$ cat config.mk
export PLATFORM = sky130hd
export DESIGN_NAME = sorted_priority_queue
export DESIGN_NICKNAME = d
export VERILOG_FILES = /design/src/sv/spq_pkg.sv /design/src/sv/sorted_priority_queue.sv /design/src/sv/spq_store.sv /design/src/sv/spq_ctrl.sv
export SDC_FILE = /design/constraint.sdc
export NUM_CORES = 1
export LEC_CHECK = 0
export BUFFER_PORTS_ARGS = -buffer_cell sky130_fd_sc_hd__buf_2
export CORE_MARGIN = 1.5
export CORE_UTILIZATION = 25
export CTS_BUF_LIST = sky130_fd_sc_hd__clkbuf_8 sky130_fd_sc_hd__clkbuf_16
export CTS_CLUSTER_DIAMETER = 100
export DETAILED_ROUTE_END_ITERATION = 12
export HOLD_SLACK_MARGIN = 0.05
export SKIP_CTS_REPAIR_TIMING = 1
export SYNTH_ARGS = -nofsm -noshare
export SYNTH_HDL_FRONTEND = slang
export SYNTH_SLANG_ARGS = --single-unit
$ cat constraint.sdc
create_clock -name clk -period 13.1 [get_ports clk]
set_input_delay 1.31 -clock clk [delete_from_list [all_inputs] [get_ports clk]]
set_output_delay 1.31 -clock clk [all_outputs]
set_load 0.02 [all_outputs]
$ cat src/sv/spq_pkg.sv
`default_nettype none

package spq_pkg;

  localparam int DEPTH  = 16;
  localparam int IDX_W  = $clog2(DEPTH);
  localparam int CNT_W  = $clog2(DEPTH + 1);
  localparam int WORD_W = 32;
  localparam int OCC_W  = 5;

  typedef logic [IDX_W-1:0]         idx_t;
  typedef logic [CNT_W-1:0]         cnt_t;
  typedef logic signed [WORD_W-1:0] word_t;

  localparam cnt_t       CNT_FULL   = CNT_W'(DEPTH);
  localparam logic [IDX_W:0] DEPTH_X = (IDX_W + 1)'(DEPTH);

  localparam logic CMD_ENQ = 1'b0;
  localparam logic CMD_DEQ = 1'b1;

  typedef enum logic [1:0] {
    ST_OK    = 2'd0,
    ST_FULL  = 2'd1,
    ST_EMPTY = 2'd2
  } status_t;

  typedef enum logic [2:0] {
    S_IDLE,
    S_ENQ_RD,
    S_ENQ_CMP,
    S_ENQ_NEW,
    S_DEQ_RD,
    S_RESULT
  } state_t;

  typedef struct packed {
    word_t data;
    word_t prio;
  } entry_t;

  // memory port controls from the sequencer
  typedef struct packed {
    logic rd_en;
    idx_t rd_addr;
    logic wr_en;
    idx_t wr_addr;
    logic wr_sel_new;
  } mem_ctl_t;

  typedef struct packed {
    logic    load;
    status_t status;
    logic    deq_ok;
  } res_t;

  // ring buffer address of logical slot off behind the head
  function automatic idx_t phys_addr(idx_t base, idx_t off);
    logic [IDX_W:0] s;
    s = {1'b0, base} + {1'b0, off};
    if (s >= DEPTH_X) s = s - DEPTH_X;
    return s[IDX_W-1:0];
  endfunction

endpackage

`default_nettype wire

$ cat src/sv/sorted_priority_queue.sv
// Bounded priority queue of DEPTH entries (16) kept sorted, highest signed priority at the
// head, equal priorities in arrival order. s_tuser selects enqueue (0) or dequeue (1); every
// word in gives one result word out with status, removed head and occupancy. Entries live in
// a single-port-per-direction ring buffer memory; one comparator and a small sequencer walk
// it from the tail. A dequeue reads the head (S_DEQ_RD), then goes to S_RESULT. An enqueue
// reads a stored entry (S_ENQ_RD) and compares it with the new word once the registered
// read is back (S_ENQ_CMP): a lower entry moves back a slot and the walk repeats; otherwise
// the new word goes in behind it. After all stored entries have moved, S_ENQ_NEW writes the
// new word. A dropped enqueue or an empty dequeue goes straight to S_RESULT. Input is taken
// only between operations; a finished result waits in the output register.
`default_nettype none

module sorted_priority_queue (
  input  wire logic        clk,
  input  wire logic        rst,
  input  wire logic        s_tvalid,
  output logic             s_tready,
  input  wire logic [63:0] s_tdata,   // data_in[31:0], priority_in[63:32]
  input  wire logic [0:0]  s_tuser,   // cmd[0]
  output logic             m_tvalid,
  input  wire logic        m_tready,
  output logic [71:0]      m_tdata,   // out_data[31:0], out_priority[63:32], occupancy[68:64]
  output logic [1:0]       m_tuser    // status[1:0]
);
  import spq_pkg::*;

  mem_ctl_t ctl;
  res_t     res;
  cnt_t     cnt;
  word_t    item_data, item_prio;
  entry_t   rd_q;
  logic     gt;
  logic     out_free;

  word_t             out_data, out_prio;
  logic [OCC_W-1:0]  out_occ;
  status_t           out_status;

  assign out_free = !m_tvalid || m_tready;

  spq_ctrl u_ctrl (
    .clk       (clk),
    .rst       (rst),
    .in_valid  (s_tvalid),
    .in_cmd    (s_tuser[0]),
    .in_data   (word_t'(s_tdata[31:0])),
    .in_prio   (word_t'(s_tdata[63:32])),
    .gt        (gt),
    .out_free  (out_free),
    .ready     (s_tready),
    .ctl       (ctl),
    .item_data (item_data),
    .item_prio (item_prio),
    .res       (res),
    .cnt       (cnt)
  );

  spq_store u_store (
    .clk       (clk),
    .ctl       (ctl),
    .item_data (item_data),
    .item_prio (item_prio),
    .rd_q      (rd_q),
    .gt        (gt)
  );

  always_ff @(posedge clk) begin
    if (rst) begin
      m_tvalid <= 1'b0;
    end else if (res.load) begin
      m_tvalid <= 1'b1;
    end else if (m_tready) begin
      m_tvalid <= 1'b0;
    end
  end

  always_ff @(posedge clk) begin
    if (res.load) begin
      out_status <= res.status;
      out_data   <= res.deq_ok ? rd_q.data : '0;
      out_prio   <= res.deq_ok ? rd_q.prio : '0;
      out_occ    <= OCC_W'(cnt);
    end
  end

  assign m_tdata = {3'b000, out_occ, out_prio, out_data};
  assign m_tuser = out_status;

endmodule

`default_nettype wire

$ cat src/sv/spq_store.sv
`default_nettype none

module spq_store (
  input  wire logic              clk,
  input  wire spq_pkg::mem_ctl_t ctl,
  input  wire spq_pkg::word_t    item_data,
  input  wire spq_pkg::word_t    item_prio,
  output spq_pkg::entry_t        rd_q,
  output logic                   gt
);
  import spq_pkg::*;

  entry_t mem [DEPTH];
  entry_t wr_entry;

  assign wr_entry = ctl.wr_sel_new ? entry_t'{data: item_data, prio: item_prio} : rd_q;

  always_ff @(posedge clk) begin
    if (ctl.wr_en) mem[ctl.wr_addr] <= wr_entry;
    if (ctl.rd_en) rd_q <= mem[ctl.rd_addr];
  end

  // the one comparator: new priority strictly above the entry just read
  assign gt = item_prio > rd_q.prio;

endmodule

`default_nettype wire

$ cat src/sv/spq_ctrl.sv
`default_nettype none

module spq_ctrl (
  input  wire logic              clk,
  input  wire logic              rst,
  input  wire logic              in_valid,
  input  wire logic              in_cmd,
  input  wire spq_pkg::word_t    in_data,
  input  wire spq_pkg::word_t    in_prio,
  input  wire logic              gt,
  input  wire logic              out_free,
  output logic                   ready,
  output spq_pkg::mem_ctl_t      ctl,
  output spq_pkg::word_t         item_data,
  output spq_pkg::word_t         item_prio,
  output spq_pkg::res_t          res,
  output spq_pkg::cnt_t          cnt
);
  import spq_pkg::*;

  state_t  state, state_next;
  idx_t    hd;
  idx_t    k;
  status_t res_status;
  logic    res_deq;
  logic    accept;

  assign ready  = (state == S_IDLE);
  assign accept = in_valid && ready;

  always_comb begin
    state_next = state;
    unique case (state)
      S_IDLE: begin
        if (accept) begin
          if (in_cmd == CMD_ENQ) begin
            if (cnt == CNT_FULL)   state_next = S_RESULT;
            else if (cnt == '0)    state_next = S_ENQ_NEW;
            else                   state_next = S_ENQ_RD;
          end else begin
            if (cnt == '0)         state_next = S_RESULT;
            else                   state_next = S_DEQ_RD;
          end
        end
      end
      S_ENQ_RD:  state_next = S_ENQ_CMP;
      S_ENQ_CMP: begin
        if (gt) state_next = (k == IDX_W'(1)) ? S_ENQ_NEW : S_ENQ_RD;
        else    state_next = S_RESULT;
      end
      S_ENQ_NEW: state_next = S_RESULT;
      S_DEQ_RD:  state_next = S_RESULT;
      S_RESULT:  if (out_free) state_next = S_IDLE;
      default:   state_next = S_IDLE;
    endcase
  end

  always_comb begin
    ctl = '0;
    res = '{load: 1'b0, status: res_status, deq_ok: res_deq};
    unique case (state)
      S_ENQ_RD: begin
        ctl.rd_en   = 1'b1;
        ctl.rd_addr = phys_addr(hd, k - IDX_W'(1));
      end
      S_ENQ_CMP: begin
        // shift the lower entry back one slot, or drop the new word in here
        ctl.wr_en      = 1'b1;
        ctl.wr_addr    = phys_addr(hd, k);
        ctl.wr_sel_new = !gt;
      end
      S_ENQ_NEW: begin
        ctl.wr_en      = 1'b1;
        ctl.wr_addr    = phys_addr(hd, k);
        ctl.wr_sel_new = 1'b1;
      end
      S_DEQ_RD: begin
        ctl.rd_en   = 1'b1;
        ctl.rd_addr = hd;
      end
      S_RESULT: res.load = out_free;
      default: ;
    endcase
  end

  always_ff @(posedge clk) begin
    if (rst) begin
      state <= S_IDLE;
      cnt   <= '0;
      hd    <= '0;
    end else begin
      state <= state_next;
      if ((state == S_ENQ_CMP && !gt) || state == S_ENQ_NEW) cnt <= cnt + CNT_W'(1);
      if (state == S_DEQ_RD) begin
        cnt <= cnt - CNT_W'(1);
        hd  <= phys_addr(hd, IDX_W'(1));
      end
    end
  end

  always_ff @(posedge clk) begin
    if (accept) begin
      item_data <= in_data;
      item_prio <= in_prio;
      k         <= IDX_W'(cnt);
      res_deq   <= (in_cmd == CMD_DEQ) && (cnt != '0);
      if (in_cmd == CMD_ENQ && cnt == CNT_FULL) res_status <= ST_FULL;
      else if (in_cmd == CMD_DEQ && cnt == '0)  res_status <= ST_EMPTY;
      else                                      res_status <= ST_OK;
    end else if (state == S_ENQ_CMP && gt) begin
      k <= k - IDX_W'(1);
    end
  end

  a_cnt_bound: assert property (@(posedge clk) disable iff (rst) cnt <= CNT_FULL)
    else $error("entry count above depth");

  a_full_status: assert property (@(posedge clk) disable iff (rst)
    (res.load && res.status == ST_FULL) |-> cnt == CNT_FULL)
    else $error("full status with free slots");

  a_empty_status: assert property (@(posedge clk) disable iff (rst)
    (res.load && res.status == ST_EMPTY) |-> cnt == '0)
    else $error("empty status with stored entries");

  a_no_mem_idle: assert property (@(posedge clk) disable iff (rst)
    (state == S_IDLE || state == S_RESULT) |-> !(ctl.wr_en || ctl.rd_en))
    else $error("memory access outside an operation");

endmodule

`default_nettype wire

Yosys cells after proc, flatten, opt, wreduce, memory -nomap -nowiden. Memory sizes are Yosys's and may differ from the RTL's. A register that Yosys moved wholly into a read port is not among the register bits. Index checks and enable logic that the tools add are counted.

Register bits after elaboration: 155. Bits in writable memories: 1024. Output and inout bits: 76. Word-level logic and storage cells: 80. Memories kept: 1.

Memories: u_store.mem (depth 16, bits a word 64, rd ports 1, clocked after memory_dff 1, wr ports 1, line spq_store.sv:13) `entry_t mem [DEPTH];`.

Add/subtract/negate cells: 9. Order comparisons: 4. Eq/ne operators: 9. Mux-type cells: 25. Bitwise logic cells: 1. Reductions and logical operators: 18.

Operator list (count): 64-bit two-way mux (1); 32-bit greater-than comparator (1); 4-bit two-way mux (5); 4-bit by 1-bit subtractor with 4-bit output (second input constant) (4); 5-bit greater-or-equal comparator (second input constant) (3); 3-bit two-way mux (5); 3-bit one-hot mux with 5 select lines (1); 6-bit one-hot mux with 2 select lines (1); 4-bit by 4-bit adder with 5-bit output (2); 5-bit two-way mux (2); 5-bit one-hot mux with 2 select lines (1); 3-bit by 2-bit == test with 1-bit output (second input constant) (2); 3-bit == test (second input constant) (2); 1-bit logical AND (6); 1-bit two-way mux (6); 2-bit two-way mux (3); 2-bit nonzero test (3); 4-bit by 1-bit adder with 5-bit output (second input constant) (1); 5-bit by 1-bit adder with 5-bit output (second input constant) (1); 5-bit == test (second input constant) (1); 5-bit zero test (1); 5-bit nonzero test (1); 5-bit by 1-bit subtractor with 5-bit output (second input constant) (1); 4-bit by 1-bit == test with 1-bit output (second input constant) (1); 9 further kinds (11).

Longest topological paths before layout. Gate-level depths: netlist (run 1).

Depth after elaboration: 6. Gate-level depth with buffers: 13. Gate-level depth less buffers: 11.

Cells and area by module. Synthesis (run 1) repeated with hierarchy kept, for this count alone.

Cell total of the unflattened synthesis: 2087. Area total of the unflattened synthesis: 47968.5 um2.

By module, submodules not included: spq_store (times used 1, cells an instance 1725, area each 41975.3 um2, seq. area each 32671.3 um2); spq_ctrl (times used 1, cells an instance 213, area each 3289.4 um2, seq. area each 2372.3 um2); sorted_priority_queue (times used 1, cells an instance 149, area each 2703.8 um2, seq. area each 2152.1 um2).

Worst setup path after synthesis (run 1). OpenSTA, ideal clock, no wires.

Path type: input -> register. From: input m_tready. To: register out_status[0], in the netlist m_tuser[0], enable pin. Data arrival time: 4.326 ns. Path slack: 8.274 ns. Stages on the path: 2. Buffers on the path: 0. Path through: nor2b_1 nor2_1.

RTL lines: start: declaration (line sorted_priority_queue.sv:21) `input wire logic m_tready,`; end signal: assignment (line sorted_priority_queue.sv:79) `out_status <= res.status;`; end: declaration (line sorted_priority_queue.sv:37) `status_t out_status;`.

Worst setup path after layout (run 1).
From: register u_ctrl.k[0]. To: register, netlist name u_store.rd_q[51].

Word-level cells in the longest chain between the ends: 5. Elaborated cells on any way between the ends: 6. Classes of those cells: add/sub: 3; order compare: 1; mux: 2.

RTL lines: start: declaration (line spq_ctrl.sv:23) `idx_t k;`; start signal: assignment (line spq_ctrl.sv:105) `k <= IDX_W'(cnt);`; start signal: assignment (line spq_ctrl.sv:111) `k <= k - IDX_W'(1);`; 4-bit by 1-bit subtractor with 4-bit output (*) (line spq_ctrl.sv:64) `ctl.rd_addr = phys_addr(hd, k - IDX_W'(1));`; 4-bit by 4-bit adder with 5-bit output (*) (line spq_pkg.sv:59) `s = {1'b0, base} + {1'b0, off};`; 4-bit by 1-bit subtractor with 4-bit output / 5-bit greater-or-equal comparator (equally long branches) (line spq_pkg.sv:60) `if (s >= DEPTH_X) s = s - DEPTH_X;`; 4-bit two-way mux (*) (line spq_pkg.sv:60); 5-bit one-hot mux with 2 select lines (*) (line spq_ctrl.sv:61) `unique case (state)`.

Every way passes the cells marked *; elsewhere a longest branch is shown, timed or not. A chain may end at the register's enable or synchronous reset.

==> key figures, run 1 <==
STA
  • Final setup fails: 0
  • Slew Limit Fails: 0
  • Tcrit/Tclk final: 41.4%
  • Final setup TNS: 0 ps
  • Clock Skew: 33.8 ps
  • Final hold slack: 429 ps
  • Minimum clock period after layout: 5420 ps
  • Fmax: 0.184 GHz
  • Relative slew margins: 20.8%
  • Least-Margin Pin Slew: 1190 ps
  • Final hold violation count: 0
  • RSZ-0062 raised after global routing: false
  • Setup ws final: 7680 ps

Floorplan
  • Num rows: 160
  • Die width: 442 µm
  • Core footprint: 191000 µm²
  • Die H: 442 µm
  • Boundary pin count: 145
  • Die area: 195000 µm²
  • Initial Util: 25.3%

Detailed routing
  • Initial DRC count: 2012
  • DRC viols: 0
  • DR vias: 23500
  • WL final: 119000 µm
  • Drt wl/cell: 22.9 µm
  • Post-route ant nets: 0
  • Vias per inst: 4.50
  • Initial DRT Pass Iterations: 7

Clocking
  • CTS tree: built
  • Clock latency on the worst-skew pair: 730 ps
  • Clk slew on worst S/H paths: 70 ps
  • Clock sink count: 1243
  • Clk root buf: clkbuf_16
  • Max Root-Sink Buffers: 3
  • CTS Buf Count: 116
  • H-Tree Depth: 3

Power and ir drop
  • Peak VDD IR: 259 µV
  • Total power: 13.3 mW
  • P_leak: 17.5 nW
  • Power Density: 235 nW/µm²

Yosys
  • Total number of yosys warnings: 0
  • Synth top area share: 76.6%
  • Unique masters post-synth: 54
  • Yosys top cell by area: edfxtp_1
  • Synth Area per Inst: 20.2 µm²
  • Largest cells by area after synthesis: edfxtp_1 (77%), mux4_2 (12%), and2_1 (1.7%)
  • Synth Instances: 2381
  • Synth Register Bits: 1243
  • Post-Synthesis Cell Area: 48200 µm²
  • Register area share after synthesis: 77.2%
  • EDFF count, synth: 1230
  • Async S/R FF share, synth: 0%
  • Ys flop type: edfxtp_1

Worst setup path
  • CP max-delay cell: buf_4
  • Worst Setup End Kind: register
  • Critical Path AT: 5840 ps
  • R2R cell count: 13
  • Slowest Stage Delay on Critical Path: 850 ps
  • Critical Path Fanout Max: 100
  • CP required: 13520 ps
  • Worst-path cell chain: inv_1 > ha_1 > inv_1 > fa_1 > a22oi_1 > nor2_4 > buf_12 > buf_4 > buf_4 > mux4_2 > and2_1 > a211oi_1 > a31oi_1
  • CP Launch Type: register
  • Critical path class: reg -> reg

Cells and area
  • Share of layout cells above drive strength 1: 26.8%
  • Area delta synth->final: 16.9%
  • Layout net count: 2714
  • Fillers: 18500
  • Final instance area: 56300 µm²

Run status
  • Status: finished, final reports clean

Place
  • Placed inst area: 52300 µm²
  • Routability cong.: 0.735
  • Dpl hpwl: 60500 µm
  • Port-buffer cells: 141
  • Pre-CTS WS: 7580 ps

Global route
  • Vias in the first global route: 24100
  • GR Overflow Total: 0
  • First-pass GRT wire length: 172000 µm
  • Largest net degree at the start of global routing: 144
  • Gr usage total: 12.0%
  • Antenna violations before repair: 5

Worst hold path
  • Worst Hold Path Cells: 0
  • Hold Path Class: reg -> reg

Job
  • MaxCap Viol Count: 0
[path summary, 6_finish.rpt]
path,endpoint,startpoint,slack [ps]
setup / recovery,u_store.rd_q[51],u_ctrl.k[0],7680
hold / removal,m_tuser[0],u_ctrl.res_status[0],430
setup reg to reg,u_store.rd_q[51],u_ctrl.k[0],7680
hold reg to reg,m_tuser[0],u_ctrl.res_status[0],430
[cell usage after synthesis (all sizes together), types with 6 or more instances]
| cell | instances |
|---|---|
| o21ai | 39 |
| a31oi | 66 |
| nand3 | 6 |
| nor3 | 8 |
| nand4 | 9 |
| mux4 | 256 |
| dfxtp | 13 |
| a21o | 6 |
| a211oi | 68 |
| clkbuf | 73 |
| nand2 | 179 |
| xor2 | 7 |
| buf | 52 |
| inv | 48 |
| xnor2 | 6 |
| nor2b | 6 |
| and2 | 129 |
| a21oi | 27 |
| edfxtp | 1230 |
| nor2 | 37 |
| ha | 44 |
| mux2 | 34 |
[cells by family (layout without fill, tap and decap cells)]
| family | Yosys count | in the layout | synth area share (%) |
|---|---|---|---|
| AOI/OAI and AO/OA | 224 | 224 | 3.07 |
| xor gates and xnor gates | 13 | 13 | 0.236 |
| adders and majority gates | 47 | 47 | 1.27 |
| buffers and inverters | 173 | 489 | 1.53 |
| and+or+nand+nor | 390 | 390 | 3.94 |
| DFF | 1243 | 1243 | 77.2 |
| muxes | 290 | 290 | 12.8 |
| other | 1 | 5 | 0.00778 |
[metrics by stage]
| step | util [%] | cells |
|---|---|---|
| floorplan | - | 2383 |
| global placement | 27.4 | 4991 |
| detailed placement | 27.4 | 4991 |
| CTS | 29.5 | 5210 |
| global route | 29.5 | 5211 |
| finish | 29.5 | 5212 |
[where the power goes]
part / internal (mW) / total (mW) / switching (mW)
Combinational: 1.42 / 3.80 / 2.38
Clock: 2.05 / 3.56 / 1.51
Sequential: 5.67 / 5.89 / 0.225
Total: 9.14 / 13.3 / 4.12
[flip-flops by register name, indices dropped and copies added, names as in the netlist, 3 cells and up]
name              count
out_data             32
out_occ               5
out_prio             32
u_ctrl.cnt            5
u_ctrl.hd             4
u_ctrl.item_data     32
u_ctrl.item_prio     32
u_ctrl.k              4
u_ctrl.state          3
u_store.mem        1024
u_store.rd_q         64
[final cells by class]
class	instances	area [µm²]	share of cell area, %
clock buffer	123	3030	5.38
inverter	48	183	0.324
sequential	1243	37200	66.0
timing repair buffer	222	1340	2.38
multi-input combinational	967	10400	18.5
clock inverter	96	1010	1.79
tap	2511	3140	5.58
antenna	2	5.00	0.00888
[placed cells by master (no fill, tap or decap), types with 62 or more instances in the layout]
cell,n
edfxtp_1,1230
mux4_2,256
nand2_1,179
buf_2,141
and2_1,129
clkbuf_16,119
buf_4,79
a211oi_1,67
a31oi_1,65
inv_1,62
[critical path, delay by kind of cell, from the launching register on]
family | cells | cell delay [ps]
buffers and inverters | 5 | 2360
AOI/OAI and AO/OA | 3 | 400
adders and majority gates | 2 | 790
muxes | 1 | 580
DFF | 1 | 420
and+or+nand+nor | 2 | 290
[routing by layer]
metal | vias to the layer above | GRT usage, % | wire length, µm
met2 | 669 | 19.8 | 57800
met1 | 12600 | 16.1 | 51700
met4 | 0 | 3.69 | 3090
met3 | 161 | 2.20 | 6820
met5 | - | 0 | 0
li1 | 10100 | - | -
(Power assumes the default switching activity.)
==> inputs of run 2 (changes only) <==
==> constraint.sdc (replaced) <==
create_clock -name clk -period 5.3 [get_ports clk]
set_input_delay 0.53 -clock clk [delete_from_list [all_inputs] [get_ports clk]]
set_output_delay 0.53 -clock clk [all_outputs]
set_load 0.02 [all_outputs]
==> run 2 against run 1 <==
Maximum frequency grew 39%. Worst setup slack got worse by 6300 ps. Die area is the same. Critical endpoint is now u_store.rd_q[35].
==> key figures, run 2 (synthesis gave the netlist of run 1 again) <==
Cells and area
  • Cell Count, Final, Fillers Out: 5274
  • Largest registers: u_store.mem (1024), u_store.rd_q (64)
  • Most frequent cells in the layout: edfxtp_1 (1230), mux4_2 (256), nand2_1 (179)
  • Layout net count: 2780
  • Max reg flops: 1024
  • Area delta synth->final: 18.7%
  • Most common cell after layout, fill and taps aside: edfxtp_1
  • Largest register by flop count: u_store.mem
  • Share of layout cells above drive strength 1: 26.4%

Worst setup path
  • CP required: 5750 ps
  • Worst Setup EP: u_store.rd_q[35]
  • Reg2Reg Launch Point: u_ctrl.k[0]
  • Reg2reg setup slack: 1400 ps
  • Worst Setup End Kind: register
  • FF-to-FF End: u_store.rd_q[35]
  • Critical Path AT: 4350 ps
  • R2R cell count: 12
  • CP Launch Type: register
  • Critical path class: reg -> reg
  • Critical Path Fanout Max: 20
  • Crit path launch: u_ctrl.k[0]

Clocking
  • Clk root buf: clkbuf_16
  • Clock latency on the worst-skew pair: 750 ps
  • CTS Buf Count: 114
  • Clk slew on worst S/H paths: 70 ps
  • Max Root-Sink Buffers: 3
  • CTS tree: built
  • H-Tree Depth: 3
  • Clock sink count: 1243

STA
  • Final setup fails: 0
  • Least-Margin Pin Slew: 1180 ps
  • Tcrit/Tclk final: 73.7%
  • Clock Skew: 55.1 ps
  • Final setup TNS: 0 ps
  • Relative slew margins: 21.0%
  • Final hold violation count: 0
  • Slew Limit Fails: 0
  • Minimum clock period after layout: 3900 ps
  • Fmax: 0.256 GHz
  • RSZ-0062 raised after global routing: false

Run status
  • Status: finished, final reports clean

Job
  • MaxCap Viol Count: 0

Floorplan
  • Core footprint: 191000 µm²
  • Boundary pin count: 145
  • Num rows: 160
  • Die area: 195000 µm²
  • Die H: 442 µm
  • Initial Util: 25.3%
  • Die width: 442 µm

Detailed routing
  • Vias per inst: 4.50
  • Drt wl/cell: 23.1 µm
  • WL final: 122000 µm
  • Initial DRC count: 2028
  • Post-route ant nets: 0
  • DRC viols: 0
  • DR vias: 23700
  • Initial DRT Pass Iterations: 7

Power and ir drop
  • Total power: 32.8 mW
  • Power Density: 574 nW/µm²
  • Peak VDD IR: 508 µV
  • P_leak: 17.8 nW

Global route
  • Vias in the first global route: 24200
  • Gr usage total: 12.2%
  • Antenna violations before repair: 6
  • First-pass GRT wire length: 175000 µm
  • GR Overflow Total: 0
  • Largest net degree at the start of global routing: 78

Place
  • Port-buffer cells: 141
  • Placed insts: 5002
  • Routability cong.: 0.740
  • Dpl hpwl: 64700 µm

Worst hold path
  • Worst Hold Path Cells: 1
  • Hold Path Class: in -> reg
run 2: worst min path at each step:
stage / start / endpoint / slack (ps)
3_3_place_gp: u_ctrl.res_status[0] / m_tuser[0] / 410
2_1_floorplan: u_ctrl.res_status[0] / m_tuser[0] / 400
6_report: s_tdata[43] / u_ctrl.item_prio[11] / 70
5_1_grt: s_tdata[43] / u_ctrl.item_prio[11] / 50
3_5_place_dp: u_ctrl.res_status[0] / m_tuser[0] / 410
4_1_cts: s_tdata[3] / u_ctrl.item_data[3] / -100
run 2: critical path: stages, from the launching register on:
cell and delay (ps):
edfxtp_1 460, inv_1 100, ha_1 330, inv_1 80, fa_1 470, a22oi_1 90
nor2_4 380, buf_12 250, buf_4 410, mux4_2 550, and2_1 160, a211oi_1 210
a31oi_1 70
run 2: routing by layer:
metal / GRT usage (%) / vias to the layer above / share of wire [%]
met5: 0 / - / 0.045
met1: 16.3 / 12700 / 43
li1: - / 10200 / -
met2: 20.3 / 680 / 49
met4: 3.66 / 8 / 2.2
met3: 2.08 / 144 / 5.9
run 2: through the flow:
step           cell area (µm²)  util (%)  hold slack (ps)  worst slack [ps]
3_3_place_gp             52700      27.6              411              1390
4_1_cts                  56600      29.7             -104              1270
2_1_floorplan            48200         -              400               523
3_5_place_dp             52700      27.6              405              1340
5_1_grt                  57200      30.0             48.1              1120
6_report                 57200      30.0             67.0              1400
run 2: area by class of cell:
type                       count  area, µm²
inverter                      48        183
clock inverter                97       1040
clock buffer                 116       2900
sequential                  1243      37200
multi-input combinational    967      10400
tap                         2511       3140
fill                       18500     134000
timing repair buffer         290       2300
antenna                        2       5.00
run 2: power by group:
part | switching (mW) | leakage, nW | total [mW] | internal (mW)
Combinational | 6.02 | 4.60 | 9.69 | 3.67
Sequential | 0.530 | 11.2 | 14.5 | 14.0
Clock | 3.75 | 1.94 | 8.60 | 4.85
==> inputs of run 3 (changes only) <==
--- a/config.mk
+++ b/config.mk
@@ -5,6 +5,7 @@
 export SDC_FILE = /design/constraint.sdc
 export NUM_CORES = 1
 export LEC_CHECK = 0
+export ABC_AREA = 1
 export BUFFER_PORTS_ARGS = -buffer_cell sky130_fd_sc_hd__buf_2
 export CORE_MARGIN = 1.5
 export CORE_UTILIZATION = 25
==> constraint.sdc (replaced) <==
create_clock -name clk -period 3.9 [get_ports clk]
set_input_delay 0.39 -clock clk [delete_from_list [all_inputs] [get_ports clk]]
set_output_delay 0.39 -clock clk [all_outputs]
set_load 0.02 [all_outputs]
==> run 3 against run 2 <==
Clock skew increased by 29 ps. Sequential share of layout area shrank 2.0 points. Wire length rose by 14%. Highest routed layer unchanged. Global-route usage is 1.4 points higher. Via count up 31%. Clock-buffer cell count increased by 2. Cell area rose by 3.2%. Register-to-register slack worse by 1100 ps. Maximum frequency grew 7.4%. Worst setup slack lost 1100 ps.
==> key figures, run 3 <==
Run status
  • Status: finished, final reports clean

Cells and area
  • Final instance area: 59000 µm²
  • Most common cell after layout, fill and taps aside: edfxtp_1
  • Most frequent cells in the layout: edfxtp_1 (1230), nor2_1 (801), o21ai_0 (479)
  • Cell Count, Final, Fillers Out: 6775
  • Area delta synth->final: 19.4%
  • Largest register by flop count: u_store.mem
  • Largest registers: u_store.mem (1024), u_store.rd_q (64)
  • Share of layout cells above drive strength 1: 11.9%
  • Layout net count: 4156
  • Max reg flops: 1024

Clocking
  • CTS Buf Count: 117
  • Clk slew on worst S/H paths: 60 ps
  • H-Tree Depth: 3
  • CTS tree: built
  • Max Root-Sink Buffers: 3
  • Clock latency on the worst-skew pair: 800 ps
  • Clock sink count: 1243
  • Clk root buf: clkbuf_16

STA
  • Clock Skew: 84.1 ps
  • Slew Limit Fails: 0
  • Final setup fails: 0
  • Setup ws final: 264 ps
  • Relative slew margins: 24.4%
  • Least-Margin Pin Slew: 1130 ps
  • Final hold violation count: 0
  • Tcrit/Tclk final: 93.2%
  • Fmax: 0.275 GHz
  • Minimum clock period after layout: 3640 ps
  • Final hold slack: 148 ps
  • RSZ-0062 raised after global routing: false

Yosys
  • Mux contribution to synthesized area: 0%
  • Simple-gate area share of the yosys netlist: 9.96%
  • Post-synth top cells: edfxtp_1 (1230), nor2_1 (816), o21ai_0 (480)
  • Post-Synthesis Cell Area: 49400 µm²
  • Yosys top cell by area: edfxtp_1
  • Main combinational cell family by area after synthesis: compound AO/OA/AOI/OAI gates
  • Register area share after synthesis: 75.2%
  • EDFF count, synth: 1230
  • Synth Area in Adders: 1.24%
  • Async S/R FF share, synth: 0%
  • Synth top area share: 74.7%
  • Synth Area per Inst: 13.0 µm²
  • XOR/XNOR Fraction of Synth Area: 0.177%
  • Synth Register Bits: 1243
  • Total number of yosys warnings: 0
  • Unique masters post-synth: 34
  • Most frequent cell after synthesis: edfxtp_1
  • Synth Instances: 3795
  • Compound-Gate Fraction of Synth Area: 10.3%
  • Ys flop type: edfxtp_1
  • Largest cells by area after synthesis: edfxtp_1 (75%), nor2_1 (6.2%), o21ai_0 (4.9%)

Global route
  • Gr usage total: 13.6%
  • Vias in the first global route: 29800
  • GR Overflow Total: 0
  • Largest net degree at the start of global routing: 142
  • Antenna violations before repair: 9
  • First-pass GRT wire length: 202000 µm

Place
  • Dpl hpwl: 74300 µm
  • Routability cong.: 0.770
  • Placed insts: 6494
  • Placed inst area: 54600 µm²
  • Port-buffer cells: 141
  • Pre-CTS WS: 394 ps

Detailed routing
  • Post-route ant nets: 0
  • WL final: 139000 µm
  • Vias per inst: 4.58
  • DR vias: 31000
  • DRC viols: 0
  • Initial DRC count: 3223
  • Drt wl/cell: 20.6 µm
  • Initial DRT Pass Iterations: 5

Floorplan
  • Core footprint: 197000 µm²
  • Die area: 200000 µm²
  • Die width: 448 µm
  • Num rows: 163
  • Initial Util: 25.1%
  • Boundary pin count: 145
  • Die H: 448 µm

Worst setup path
  • CP max-delay cell: a21oi_1
  • Critical Path AT: 4010 ps
  • Worst Setup End Kind: register
  • CP Launch Type: register
  • Worst-path cell chain: inv_1 > ha_1 > nand2_1 > inv_1 > nand3_1 > nor2_1 > and3_1 > nand4_1 > nand3_1 > nand2_2 > nand2_4 > nor2_1 > a21oi_1
  • Critical path class: reg -> reg
  • Top Family by Delay on Critical Path: simple AND/OR/NAND/NOR gates
  • CP required: 4270 ps
  • WP buf/inv: 2
  • Slowest Stage Delay on Critical Path: 810 ps
  • Critical Path Fanout Max: 16

Job
  • MaxCap Viol Count: 0

Worst hold path
  • Hold Path Class: in -> reg

Power and ir drop
  • Peak VDD IR: 598 µV
  • Power Density: 771 nW/µm²
  • P_leak: 19.7 nW
run 3: cell count changes after synthesis, moves of 125 or more:
| cell | change |
|---|---|
| and2_1 | -129 |
| nand3_1 | +125 |
| mux4_2 | -256 |
| o211ai_1 | +254 |
| o21ai_0 | +442 |
| nor2_1 | +779 |
run 3: path summary, 6_finish.rpt:
check	start	endpoint	slack [ps]	cells past startpoint
setup / recovery	u_store.rd_q[31]	u_store.mem[6][0]	260	13
hold / removal	s_tvalid	u_ctrl.state[2]	150	5
hold reg to reg	u_ctrl.res_status[1]	m_tuser[1]	430	0
setup reg to reg	u_store.rd_q[31]	u_store.mem[6][0]	260	13
run 3: metal layers:
metal  vias to the layer above  global-route usage [%]  wire [µm]
li1                      14300                       -          -
met4                         2                    5.49       4700
met3                       221                    1.76       8670
met1                     15400                    17.8      57900
met5                         -                       0         13
met2                      1091                    22.8      68100
run 3: worst min-delay path, stage by stage:
cell and delay (ps):
buf_2 90, o21ai_0 80, inv_1 80, nand2_1 60
a21oi_1 130
run 3: cell type report:
| cell class | count | area, µm² |
|---|---|---|
| Inverter | 150 | 577 |
| Multi-Input combinational cell | 2170 | 10900 |
| Clock buffer | 118 | 2940 |
| Clock inverter | 95 | 796 |
| Antenna cell | 1 | 2.50 |
| Timing Repair Buffer | 358 | 3300 |
| Sequential cell | 1243 | 37200 |
| Tap cell | 2640 | 3300 |
| Fill cell | 19800 | 138000 |
run 3: report_power, final:
| part | leakage, nW | switching (mW) | internal, mW | total (mW) |
|---|---|---|---|---|
| logic | 6.57 | 10.5 | 4.16 | 14.7 |
| registers | 11.3 | 0.614 | 19.1 | 19.7 |
| clock network | 1.86 | 5.11 | 5.98 | 11.1 |
| total | 19.7 | 16.2 | 29.3 | 45.5 |
run 3: logic make-up after synthesis:
logic type / count (synthesis)
AND/OR/NAND/NOR: 1259
flip-flops: 1243
AO/OA/AOI/OAI: 851
buffers and inverters: 384
adder cells (fa/ha/maj): 47
XOR/XNOR: 10
other: 1
run 3: through the flow:
step | setup TNS, ps | util (%) | total power, mW
final | 0 | 30.0 | 45.5
after floorplan | -527580 | - | 28.9
after global routing | 0 | 30.0 | 48.1
after detailed placement | 0 | 27.7 | 34.7
after CTS | 0 | 29.6 | 45.8
after global placement | 0 | 27.7 | 34.4
